**config.mk**
```make
export PLATFORM = sky130hd
export DESIGN_NAME = uds_bootloader_request_server_top
export DESIGN_NICKNAME = d
export VERILOG_FILES = /design/src/hdl/uds_pkg.sv /design/src/hdl/uds_bootloader_request_server_top.sv
export SDC_FILE = /design/constraint.sdc
export NUM_CORES = 1
export LEC_CHECK = 0
export BUFFER_PORTS_ARGS = -buffer_cell sky130_fd_sc_hd__buf_2
export CORE_MARGIN = 1
export CORE_UTILIZATION = 45
export CTS_CLUSTER_SIZE = 12
export DETAILED_ROUTE_END_ITERATION = 7
export PLACE_DENSITY = 0.63
export SYNTH_ARGS = -nofsm -noshare
export SYNTH_HDL_FRONTEND = slang
export SYNTH_SLANG_ARGS = --single-unit
```
**constraint.sdc**
```tcl
create_clock -name clk_i -period 8.95 [get_ports clk_i]
set_input_delay 0 -clock clk_i [delete_from_list [all_inputs] [get_ports clk_i]]
set_output_delay 0 -clock clk_i [all_outputs]
set_load 0.02 [all_outputs]
```
**src/hdl/uds_pkg.sv**
```systemverilog
package uds_pkg;

  localparam int MAX_REQUEST_BYTES = 256;
  localparam int BIDX_W = $clog2(MAX_REQUEST_BYTES + 1);
  localparam int CMP_W  = (BIDX_W + 1 > 7) ? BIDX_W + 1 : 7;

  localparam int IN_DATA_W  = 24;
  localparam int OUT_DATA_W = 80;

  localparam logic [2:0] REG_REQUEST_ID   = 3'd0;
  localparam logic [2:0] REG_MAX_DL_SIZE  = 3'd1;
  localparam logic [2:0] REG_MAIN_START   = 3'd2;
  localparam logic [2:0] REG_BACKUP_START = 3'd3;
  localparam logic [2:0] REG_BACKUP_END   = 3'd4;

  localparam logic [10:0] RST_REQUEST_ID   = 11'h7E0;
  localparam logic [23:0] RST_MAX_DL_SIZE  = 24'd24576;
  localparam logic [31:0] RST_MAIN_START   = 32'h0800_4000;
  localparam logic [31:0] RST_BACKUP_START = 32'h0801_0000;
  localparam logic [31:0] RST_BACKUP_END   = 32'h0801_C000;

  localparam logic [1:0] KIND_RESP  = 2'd0;
  localparam logic [1:0] KIND_ERASE = 2'd1;
  localparam logic [1:0] KIND_WRITE = 2'd2;
  localparam logic [1:0] KIND_EXIT  = 2'd3;

  localparam logic [7:0] SID_SESSION  = 8'h10;
  localparam logic [7:0] SID_RESET    = 8'h11;
  localparam logic [7:0] SID_DOWNLOAD = 8'h34;
  localparam logic [7:0] SID_TRANSFER = 8'h36;
  localparam logic [7:0] SID_EXIT     = 8'h37;
  localparam logic [7:0] SID_TESTER   = 8'h3E;
  localparam logic [7:0] POS_OFFSET   = 8'h40;
  localparam logic [7:0] NEG_RESP     = 8'h7F;

  localparam logic [7:0] NRC_UNKNOWN_SERVICE = 8'h11;
  localparam logic [7:0] NRC_UNKNOWN_SESSION = 8'h12;
  localparam logic [7:0] NRC_BAD_LENGTH      = 8'h13;
  localparam logic [7:0] NRC_NOT_PROGRAMMING = 8'h22;
  localparam logic [7:0] NRC_OUT_OF_RANGE    = 8'h31;
  localparam logic [7:0] NRC_WRONG_BLOCK     = 8'h33;
  localparam logic [7:0] NRC_COUNT_MISMATCH  = 8'h72;

  localparam logic [1:0] SESS_PROGRAMMING = 2'd1;

  typedef struct packed {
    logic [1:0]  kind;
    logic [7:0]  value;
    logic [31:0] flash_address;
    logic        partition;
    logic [31:0] received_crc;
    logic        response_last;
  } res_t;

  function automatic res_t mk_res(logic [1:0] kind, logic [7:0] value, logic [31:0] addr,
                                  logic part, logic [31:0] crc, logic lastr);
    res_t r;
    r.kind          = kind;
    r.value         = value;
    r.flash_address = addr;
    r.partition     = part;
    r.received_crc  = crc;
    r.response_last = lastr;
    return r;
  endfunction

  function automatic res_t resp_byte(logic [7:0] value, logic lastr);
    return mk_res(KIND_RESP, value, 32'd0, 1'b0, 32'd0, lastr);
  endfunction

endpackage

```
**src/hdl/uds_bootloader_request_server_top.sv**
```systemverilog
// Channel  | Dir | Beat contents
// s_axis   | in  | tdata: frame_id[10:0], request_byte[18:11]; tlast: last_byte
// m_axis   | out | tdata: value, flash_address, partition, received_crc; tuser: kind;
//          |     | tlast: response_last
// cfg      | in  | cfg_we_i / cfg_index_i / cfg_data_i, one register per write
//
// Each request byte is processed into a 4-entry result buffer when it is accepted.
// A byte with at most one result streams at one per cycle unless the output stalls;
// for n results, input waits as the buffer drains one beat per unstalled cycle.
// Input is taken when the buffer is empty or its last beat leaves this cycle.
// Reset (rst_ni low, async) clears session/download state and loads register defaults.
module uds_bootloader_request_server_top
  import uds_pkg::*;
(
  input  logic                  clk_i,
  input  logic                  rst_ni,
  input  logic                  s_axis_tvalid_i,
  output logic                  s_axis_tready_o,
  input  logic [IN_DATA_W-1:0]  s_axis_tdata_i,  // frame_id, request_byte, zero pad
  input  logic                  s_axis_tlast_i,
  output logic                  m_axis_tvalid_o,
  input  logic                  m_axis_tready_i,
  output logic [OUT_DATA_W-1:0] m_axis_tdata_o,  // value, flash_address, partition,
                                                 // received_crc, zero pad
  output logic [1:0]            m_axis_tuser_o,  // kind
  output logic                  m_axis_tlast_o,
  input  logic                  cfg_we_i,
  input  logic [2:0]            cfg_index_i,
  input  logic [31:0]           cfg_data_i
);

  logic [10:0] req_id_q;
  logic [23:0] max_size_q;
  logic [31:0] main_start_q, backup_start_q, backup_end_q;

  logic [1:0]        session_q, session_d;
  logic [BIDX_W-1:0] bidx_q, bidx_d;
  logic [7:0]        sid_q, sid_d, sb_q, sb_d, exp_blk_q, exp_blk_d;
  logic              fa_q, fa_d, tpart_q, tpart_d;
  logic [3:0]        alen_q, alen_d, slen_q, slen_d;
  logic [31:0]       addr_acc_q, addr_acc_d, size_acc_q, size_acc_d;
  logic [31:0]       dl_start_q, dl_start_d, dl_len_q, dl_len_d;
  logic [31:0]       rcv_q, rcv_d, crc_q, crc_d;

  res_t       res_q [4];
  res_t       list  [4];
  res_t       fin   [4];
  logic [2:0] cnt_q, n_d;
  logic [1:0] head_q;
  logic [2:0] fn;

  logic in_fire, out_fire;
  logic [10:0] fid;
  logic [7:0]  b;
  logic        wr_en;
  res_t        wr_res;
  logic [CMP_W-1:0] idx_c, len_c, lim_a, lim_s;

  assign fid      = s_axis_tdata_i[10:0];
  assign b        = s_axis_tdata_i[18:11];
  assign in_fire  = s_axis_tvalid_i && s_axis_tready_o;
  assign out_fire = m_axis_tvalid_o && m_axis_tready_i;
  assign s_axis_tready_o = (cnt_q == 3'd0) || (cnt_q == 3'd1 && m_axis_tready_i);
  assign m_axis_tvalid_o = cnt_q != 3'd0;
  assign m_axis_tuser_o  = res_q[head_q].kind;
  assign m_axis_tlast_o  = res_q[head_q].response_last;
  assign m_axis_tdata_o  = {7'd0, res_q[head_q].received_crc, res_q[head_q].partition,
                            res_q[head_q].flash_address, res_q[head_q].value};

  always_comb begin
    session_d  = session_q;  bidx_d     = bidx_q;     sid_d    = sid_q;
    sb_d       = sb_q;       exp_blk_d  = exp_blk_q;  fa_d     = fa_q;
    tpart_d    = tpart_q;    alen_d     = alen_q;     slen_d   = slen_q;
    addr_acc_d = addr_acc_q; size_acc_d = size_acc_q; dl_start_d = dl_start_q;
    dl_len_d   = dl_len_q;   rcv_d      = rcv_q;      crc_d    = crc_q;
    wr_en  = 1'b0;
    wr_res = mk_res(KIND_WRITE, b, dl_start_q + rcv_q, tpart_q, 32'd0, 1'b0);
    fn     = 3'd0;
    for (int i = 0; i < 4; i++) fin[i] = resp_byte(8'd0, 1'b0);
    idx_c = CMP_W'(bidx_q);
    len_c = idx_c + CMP_W'(1);
    lim_a = CMP_W'(3) + CMP_W'(alen_q);
    lim_s = lim_a + CMP_W'(slen_q);

    if (fid == req_id_q) begin
      if (bidx_q == '0) begin
        fa_d = 1'b1; sid_d = b; sb_d = 8'd0; alen_d = 4'd0; slen_d = 4'd0;
        addr_acc_d = 32'd0; size_acc_d = 32'd0; crc_d = 32'd0;
      end
      if (idx_c >= CMP_W'(MAX_REQUEST_BYTES)) fa_d = 1'b0;

      if (fa_d) begin
        if (idx_c == CMP_W'(1)) sb_d = b;
        if (sid_d == SID_DOWNLOAD) begin
          if (idx_c == CMP_W'(2)) begin
            alen_d = b[3:0];
            slen_d = b[7:4];
          end else if (idx_c >= CMP_W'(3) && idx_c < lim_a) begin
            addr_acc_d = {addr_acc_d[23:0], b};
          end else if (idx_c >= lim_a && idx_c < lim_s) begin
            size_acc_d = {size_acc_d[23:0], b};
          end
        end
        if (sid_d == SID_EXIT) begin
          case (idx_c)
            CMP_W'(1): crc_d[31:24] = crc_d[31:24] | b;
            CMP_W'(2): crc_d[23:16] = crc_d[23:16] | b;
            CMP_W'(3): crc_d[15:8]  = crc_d[15:8]  | b;
            CMP_W'(4): crc_d[7:0]   = crc_d[7:0]   | b;
            default: ;
          endcase
        end
        if (sid_d == SID_TRANSFER && idx_c >= CMP_W'(2) && sb_d == exp_blk_q &&
            session_q == SESS_PROGRAMMING) begin
          wr_en = 1'b1;
          rcv_d = rcv_q + 32'd1;
        end
      end

      if (s_axis_tlast_i) begin
        if (fa_d) begin
          // negative response layout, overwritten by positive paths below
          fn = 3'd3;
          fin[0] = resp_byte(NEG_RESP, 1'b0);
          fin[1] = resp_byte(sid_d, 1'b0);
          fin[2] = resp_byte(NRC_UNKNOWN_SERVICE, 1'b1);
          case (sid_d)
            SID_SESSION: begin
              if (len_c < CMP_W'(2)) begin
                fin[2] = resp_byte(NRC_BAD_LENGTH, 1'b1);
              end else if (sb_d < 8'd1 || sb_d > 8'd3) begin
                fin[2] = resp_byte(NRC_UNKNOWN_SESSION, 1'b1);
              end else begin
                session_d = 2'(sb_d - 8'd1);
                fn = 3'd2;
                fin[0] = resp_byte(SID_SESSION + POS_OFFSET, 1'b0);
                fin[1] = resp_byte(sb_d, 1'b1);
              end
            end
            SID_TESTER: begin
              fn = 3'd1;
              fin[0] = resp_byte(SID_TESTER + POS_OFFSET, 1'b1);
            end
            SID_RESET: begin
              fn = 3'd2;
              fin[0] = resp_byte(SID_RESET + POS_OFFSET, 1'b0);
              fin[1] = resp_byte(8'h01, 1'b1);
            end
            SID_DOWNLOAD: begin
              if (len_c < CMP_W'(5) || len_c < CMP_W'(3) + CMP_W'(alen_d) + CMP_W'(slen_d)) begin
                fin[2] = resp_byte(NRC_BAD_LENGTH, 1'b1);
              end else begin
                dl_start_d = addr_acc_d;
                dl_len_d   = size_acc_d;
                if (size_acc_d > {8'd0, max_size_q}) begin
                  fin[2] = resp_byte(NRC_BAD_LENGTH, 1'b1);
                end else begin
                  rcv_d = 32'd0;
                  exp_blk_d = 8'd1;
                  if ((addr_acc_d >= main_start_q && addr_acc_d < backup_start_q) ||
                      (addr_acc_d >= backup_start_q && addr_acc_d < backup_end_q)) begin
                    tpart_d = !(addr_acc_d >= main_start_q && addr_acc_d < backup_start_q);
                    fn = 3'd4;
                    fin[0] = mk_res(KIND_ERASE, 8'd0, 32'd0, tpart_d, 32'd0, 1'b0);
                    fin[1] = resp_byte(SID_DOWNLOAD + POS_OFFSET, 1'b0);
                    fin[2] = resp_byte(8'h02, 1'b0);
                    fin[3] = resp_byte(8'h00, 1'b1);
                  end else begin
                    fin[2] = resp_byte(NRC_OUT_OF_RANGE, 1'b1);
                  end
                end
              end
            end
            SID_TRANSFER: begin
              if (len_c <= CMP_W'(2)) begin
                fin[2] = resp_byte(NRC_BAD_LENGTH, 1'b1);
              end else if (sb_d != exp_blk_q) begin
                fin[2] = resp_byte(NRC_WRONG_BLOCK, 1'b1);
              end else if (session_q != SESS_PROGRAMMING) begin
                fin[2] = resp_byte(NRC_NOT_PROGRAMMING, 1'b1);
              end else begin
                exp_blk_d = exp_blk_q + 8'd1;
                fn = 3'd2;
                fin[0] = resp_byte(SID_TRANSFER + POS_OFFSET, 1'b0);
                fin[1] = resp_byte(sb_d, 1'b1);
              end
            end
            SID_EXIT: begin
              fin[0] = mk_res(KIND_EXIT, 8'd0, 32'd0, 1'b0, crc_d, 1'b0);
              if (rcv_d == dl_len_q) begin
                fn = 3'd2;
                fin[1] = resp_byte(SID_EXIT + POS_OFFSET, 1'b1);
              end else begin
                fn = 3'd4;
                fin[1] = resp_byte(NEG_RESP, 1'b0);
                fin[2] = resp_byte(SID_EXIT, 1'b0);
                fin[3] = resp_byte(NRC_COUNT_MISMATCH, 1'b1);
              end
            end
            default: ;
          endcase
        end
        bidx_d = '0;
        fa_d   = 1'b0;
      end else if (idx_c < CMP_W'(MAX_REQUEST_BYTES)) begin
        bidx_d = bidx_q + BIDX_W'(1);
      end
    end

    // flash write, if any, goes ahead of the service's results
    if (wr_en) begin
      list[0] = wr_res;
      list[1] = fin[0];
      list[2] = fin[1];
      list[3] = fin[2];
      n_d = fn + 3'd1;
    end else begin
      list = fin;
      n_d  = fn;
    end
  end

  always_ff @(posedge clk_i or negedge rst_ni) begin
    if (!rst_ni) begin
      req_id_q <= RST_REQUEST_ID;   max_size_q     <= RST_MAX_DL_SIZE;
      main_start_q <= RST_MAIN_START; backup_start_q <= RST_BACKUP_START;
      backup_end_q <= RST_BACKUP_END;
    end else if (cfg_we_i) begin
      unique case (cfg_index_i)
        REG_REQUEST_ID:   req_id_q       <= cfg_data_i[10:0];
        REG_MAX_DL_SIZE:  max_size_q     <= cfg_data_i[23:0];
        REG_MAIN_START:   main_start_q   <= cfg_data_i;
        REG_BACKUP_START: backup_start_q <= cfg_data_i;
        REG_BACKUP_END:   backup_end_q   <= cfg_data_i;
        default: ;
      endcase
    end
  end

  always_ff @(posedge clk_i or negedge rst_ni) begin
    if (!rst_ni) begin
      session_q <= '0; bidx_q <= '0; sid_q <= '0; sb_q <= '0; exp_blk_q <= '0;
      fa_q <= 1'b0; tpart_q <= 1'b0; alen_q <= '0; slen_q <= '0;
      addr_acc_q <= '0; size_acc_q <= '0; dl_start_q <= '0; dl_len_q <= '0;
      rcv_q <= '0; crc_q <= '0;
      cnt_q <= '0; head_q <= '0;
    end else begin
      if (in_fire) begin
        session_q <= session_d; bidx_q <= bidx_d; sid_q <= sid_d; sb_q <= sb_d;
        exp_blk_q <= exp_blk_d; fa_q <= fa_d; tpart_q <= tpart_d;
        alen_q <= alen_d; slen_q <= slen_d;
        addr_acc_q <= addr_acc_d; size_acc_q <= size_acc_d;
        dl_start_q <= dl_start_d; dl_len_q <= dl_len_d;
        rcv_q <= rcv_d; crc_q <= crc_d;
        cnt_q  <= n_d;
        head_q <= '0;
      end else if (out_fire) begin
        cnt_q  <= cnt_q - 3'd1;
        head_q <= head_q + 2'd1;
      end
    end
  end

  always_ff @(posedge clk_i) begin
    if (in_fire) res_q <= list;
  end

endmodule

```
==> results.cfg <==
[status]
status = finished, violations left
violations = hold timing

[clock_tree]
cts_tree = done
cts-hold-fix-buffers = 47
clock_latency_ns = 0.64
clkSinkCount = 509
path_clk_slew_ns = 0.06
htreeDepth = 2
cts_max_path_buffers = 3
post-cts-setup-buffers = 0
root_buffer = clkbuf_16
ctsResizeCount = 0
cts_inserted_buffers = 57

[global_routing]
antenna_found_initial = 0
grt_overflow = 0
grt_max_degree = 153
track_usage = 0.244
grt_pass1_wl_mm = 130
grt_pass1_vias = 23200

[min_path]
min_path_type = primary input to async pin

[timing]
fmax_ghz = 0.129
rsz0062_at_grt = no
drv_slew = 0
clock_skew_ns = 0.0303
finalCriticalPeriod_ns = 7.72
period_share = 0.863
worst_pin_slew_ns = 1.36
fin_tns_setup_ns = 0
setup_violations = 0
final_hold_viol_count = 17
slew_headroom = 0.0904
whs_ns = -0.0334

[power_and_ir_drop]
p_leak_nw = 15.1
swShare = 0.296
peakVddDrop_uv = 145
switchingPower_mw = 1.92
combPwrFrac = 0.203
total_power_mw = 6.49
clkPwrFrac = 0.367
p_int_mw = 4.57
pwr_density_cell_nw_per_um2 = 195
p_seq_frac = 0.430

[floorplan]
rows = 93
die-area_um2 = 66300
core-area_um2 = 64500
die_h_um = 257
fp.dieW_um = 257
initial_utilization = 0.456
ioPinCount = 150

[place]
hpwl_mm = 58.1
gp_congestion = 0.938
port_buffers = 137

[worst_setup_path]
cp_max_fo = 16
cp.arrival_ns = 8.21
crit_required_ns = 9.44
crit_type = flop to flop
critPathCaptureType = flop
critPathLaunchType = flop

[routing]
avgViaCountPerCell = 5.65
drt_pre_antenna_iters = 6
drt-total-wl_mm = 81.1
final_antenna_net_count = 0
drc_errors = 0
drtIter0Drc = 1705
vias = 23800
post_drt_wl_per_cell_um = 19.3

[logic_synthesis]
synth_area_um2 = 29400
ys_seq_area_frac = 0.458
ys.flop_type = dfrtp_1
synth-async-reset-ratio = 0.733
syn_inst = 3165
ys_ff_latch = 509
synth-edff-count = 136
yosys_warnings = 0
synth_area_per_cell_um2 = 9.28
synth_cell_types = 89

[finish]
multi_input_area_um2 = 14700
nFillCells = 5951
seq_area_um2 = 13400
drive_gt1_frac = 0.115
num_antenna_cells = 0
area.growth.synth_to_final_pct = 13.4
fin_nets = 3568

[run]
maxCapViolations = 0
Yosys cell counts, types with 37 or more instances:
master	number	area share
edfxtp_1	136	0.14
nand3_1	51	0.0087
nand4_1	37	0.0079
inv_1	178	0.023
nor3_1	38	0.0065
clkbuf_1	143	0.018
nor2_1	228	0.029
dfrtp_1	357	0.30
mux2_2	56	0.021
a21oi_1	139	0.024
xnor2_1	60	0.018
ha_1	189	0.081
a22oi_1	39	0.010
a22o_1	46	0.014
xor2_1	40	0.012
mux2i_1	69	0.024
o21ai_0	253	0.043
a21o_1	56	0.014
nand2_1	597	0.076
and2_1	56	0.012
per-layer routing:
| layer | GRT usage | wire length [µm] | vias up |
|---|---|---|---|
| met1 | 0.358 | 38000 | 11700 |
| met2 | 0.375 | 36000 | 705 |
| met5 | 0 | 0 | - |
| met3 | 0.0363 | 4960 | 127 |
| li1 | - | - | 11300 |
| met4 | 0.0684 | 2070 | 0 |
flip-flops by register name, indices dropped and copies added, names as in the netlist, 3 cells and up:
name and cells:
res_q 136, addr_acc_q 32, backup_end_q 32, backup_start_q 32, crc_q 32, dl_len_q 32
dl_start_q 32, main_start_q 32, rcv_q 32, size_acc_q 32, max_size_q 24, req_id_q 11
bidx_q 9, exp_blk_q 8, sb_q 8, sid_q 8, alen_q 4, slen_q 4
cnt_q 3
final timing paths:
path	to	slack, ns	start	cells past startpoint
setup / recovery	cnt_q[1]	1.23	bidx_q[0]	22
setup reg to reg	cnt_q[1]	1.23	bidx_q[0]	22
max in group asynchronous	head_q[0]	6.86	rst_ni	4
hold / removal	slen_q[1]	-0.03	rst_ni	2
min in group clk_i	max_size_q[14]	0.09	cfg_index_i[2]	7
hold reg to reg	addr_acc_q[26]	0.48	addr_acc_q[26]	2
power groups by stage:
| stage | clock network [mW] | logic, mW | registers, mW |
|---|---|---|---|
| detailed placement | 0 | 1.30 | 2.84 |
| global route | 2.52 | 1.45 | 2.82 |
| CTS | 2.43 | 1.33 | 2.80 |
| floorplan | 0 | 0.904 | 2.80 |
| global placement | 0 | 1.27 | 2.83 |
| finish | 2.38 | 1.31 | 2.79 |
through the flow:
stage / utilization / std cells / hold slack (ns) / worst slack [ns] / instance area (µm²)
2_1_floorplan: - / 3207 / -0.296 / 2.65 / 29500
6_report: 0.517 / 4210 / -0.0334 / 1.23 / 33300
4_1_cts: 0.517 / 4210 / 0.00781 / 1.30 / 33300
3_3_place_gp: 0.480 / 4060 / 0.0703 / 1.64 / 30900
3_5_place_dp: 0.480 / 4060 / 0.0792 / 1.34 / 30900
5_1_grt: 0.517 / 4210 / 0.0267 / 0.701 / 33300
cell type report:
class / count / area share
clock buffer: 80 / 0.0485
inverter: 178 / 0.0202
clock inverter: 23 / 0.00842
timing repair buffer: 224 / 0.0444
tap: 855 / 0.0321
multi-input combinational: 2341 / 0.443
sequential: 509 / 0.404
layout by cell type, fill, tap and decap left out, types with 12 or more instances in the layout:
| cell | Yosys | final |
|---|---|---|
| ha_1 | 189 | 189 |
| clkbuf_1 | 143 | 14 |
| conb_1 | 1 | 43 |
| or3_1 | 16 | 16 |
| mux2i_1 | 69 | 69 |
| and2_1 | 56 | 55 |
| a31oi_1 | 20 | 20 |
| dlygate4sd3_1 | 0 | 47 |
| and3_1 | 29 | 29 |
| a21o_1 | 56 | 56 |
| dfstp_2 | 16 | 16 |
| inv_1 | 178 | 177 |
| o31ai_1 | 32 | 31 |
| xnor2_1 | 60 | 60 |
| a211oi_1 | 12 | 12 |
| dfrtp_1 | 357 | 356 |
| a22oi_1 | 39 | 39 |
| buf_2 | 9 | 136 |
| a21oi_1 | 139 | 139 |
| nor4_1 | 21 | 20 |
| edfxtp_1 | 136 | 136 |
| nor3b_1 | 12 | 12 |
| clkbuf_16 | 0 | 58 |
| a22o_1 | 46 | 46 |
| nor2b_1 | 26 | 26 |
| mux2_2 | 56 | 56 |
| nand3_1 | 51 | 50 |
| nor3_1 | 38 | 37 |
| nor2_1 | 228 | 225 |
| nand2_1 | 597 | 596 |
| xor2_1 | 40 | 40 |
| nand2b_1 | 19 | 18 |
| buf_4 | 7 | 39 |
| o21ai_0 | 253 | 253 |
| nand4_1 | 37 | 37 |
worst max-delay path, cell delays in order, from the launching register on:
cell,delay (ns)
dfrtp_1,0.49
inv_1,0.16
ha_1,0.22
nor4b_1,0.61
nand2_2,0.21
mux2_2,0.41
nor2_1,0.15
and3_1,0.63
nand2_1,0.12
a21oi_1,0.57
ha_1,0.38
a211oi_1,0.27
o21bai_1,0.11
a211oi_1,0.46
o311ai_0,0.27
or3b_2,0.51
a22oi_1,0.56
o21ai_1,0.36
a21oi_2,0.40
ha_1,0.30
a21oi_1,0.13
a41o_1,0.17
a21oi_2,0.07
cell families (layout without fill, tap and decap cells):
| family | after synthesis | after routing | synth area share |
|---|---|---|---|
| buffers and inverters | 357 | 505 | 0.0477 |
| adders and majority gates | 192 | 192 | 0.0826 |
| DFF | 509 | 509 | 0.458 |
| and+or+nand+nor | 1173 | 1173 | 0.181 |
| muxes | 132 | 132 | 0.0504 |
| other | 1 | 43 | 0.000128 |
| AOI/OAI and AO/OA | 701 | 701 | 0.151 |
| xor gates and xnor gates | 100 | 100 | 0.0298 |
Note: power is estimated with default switching activity, not from simulation.
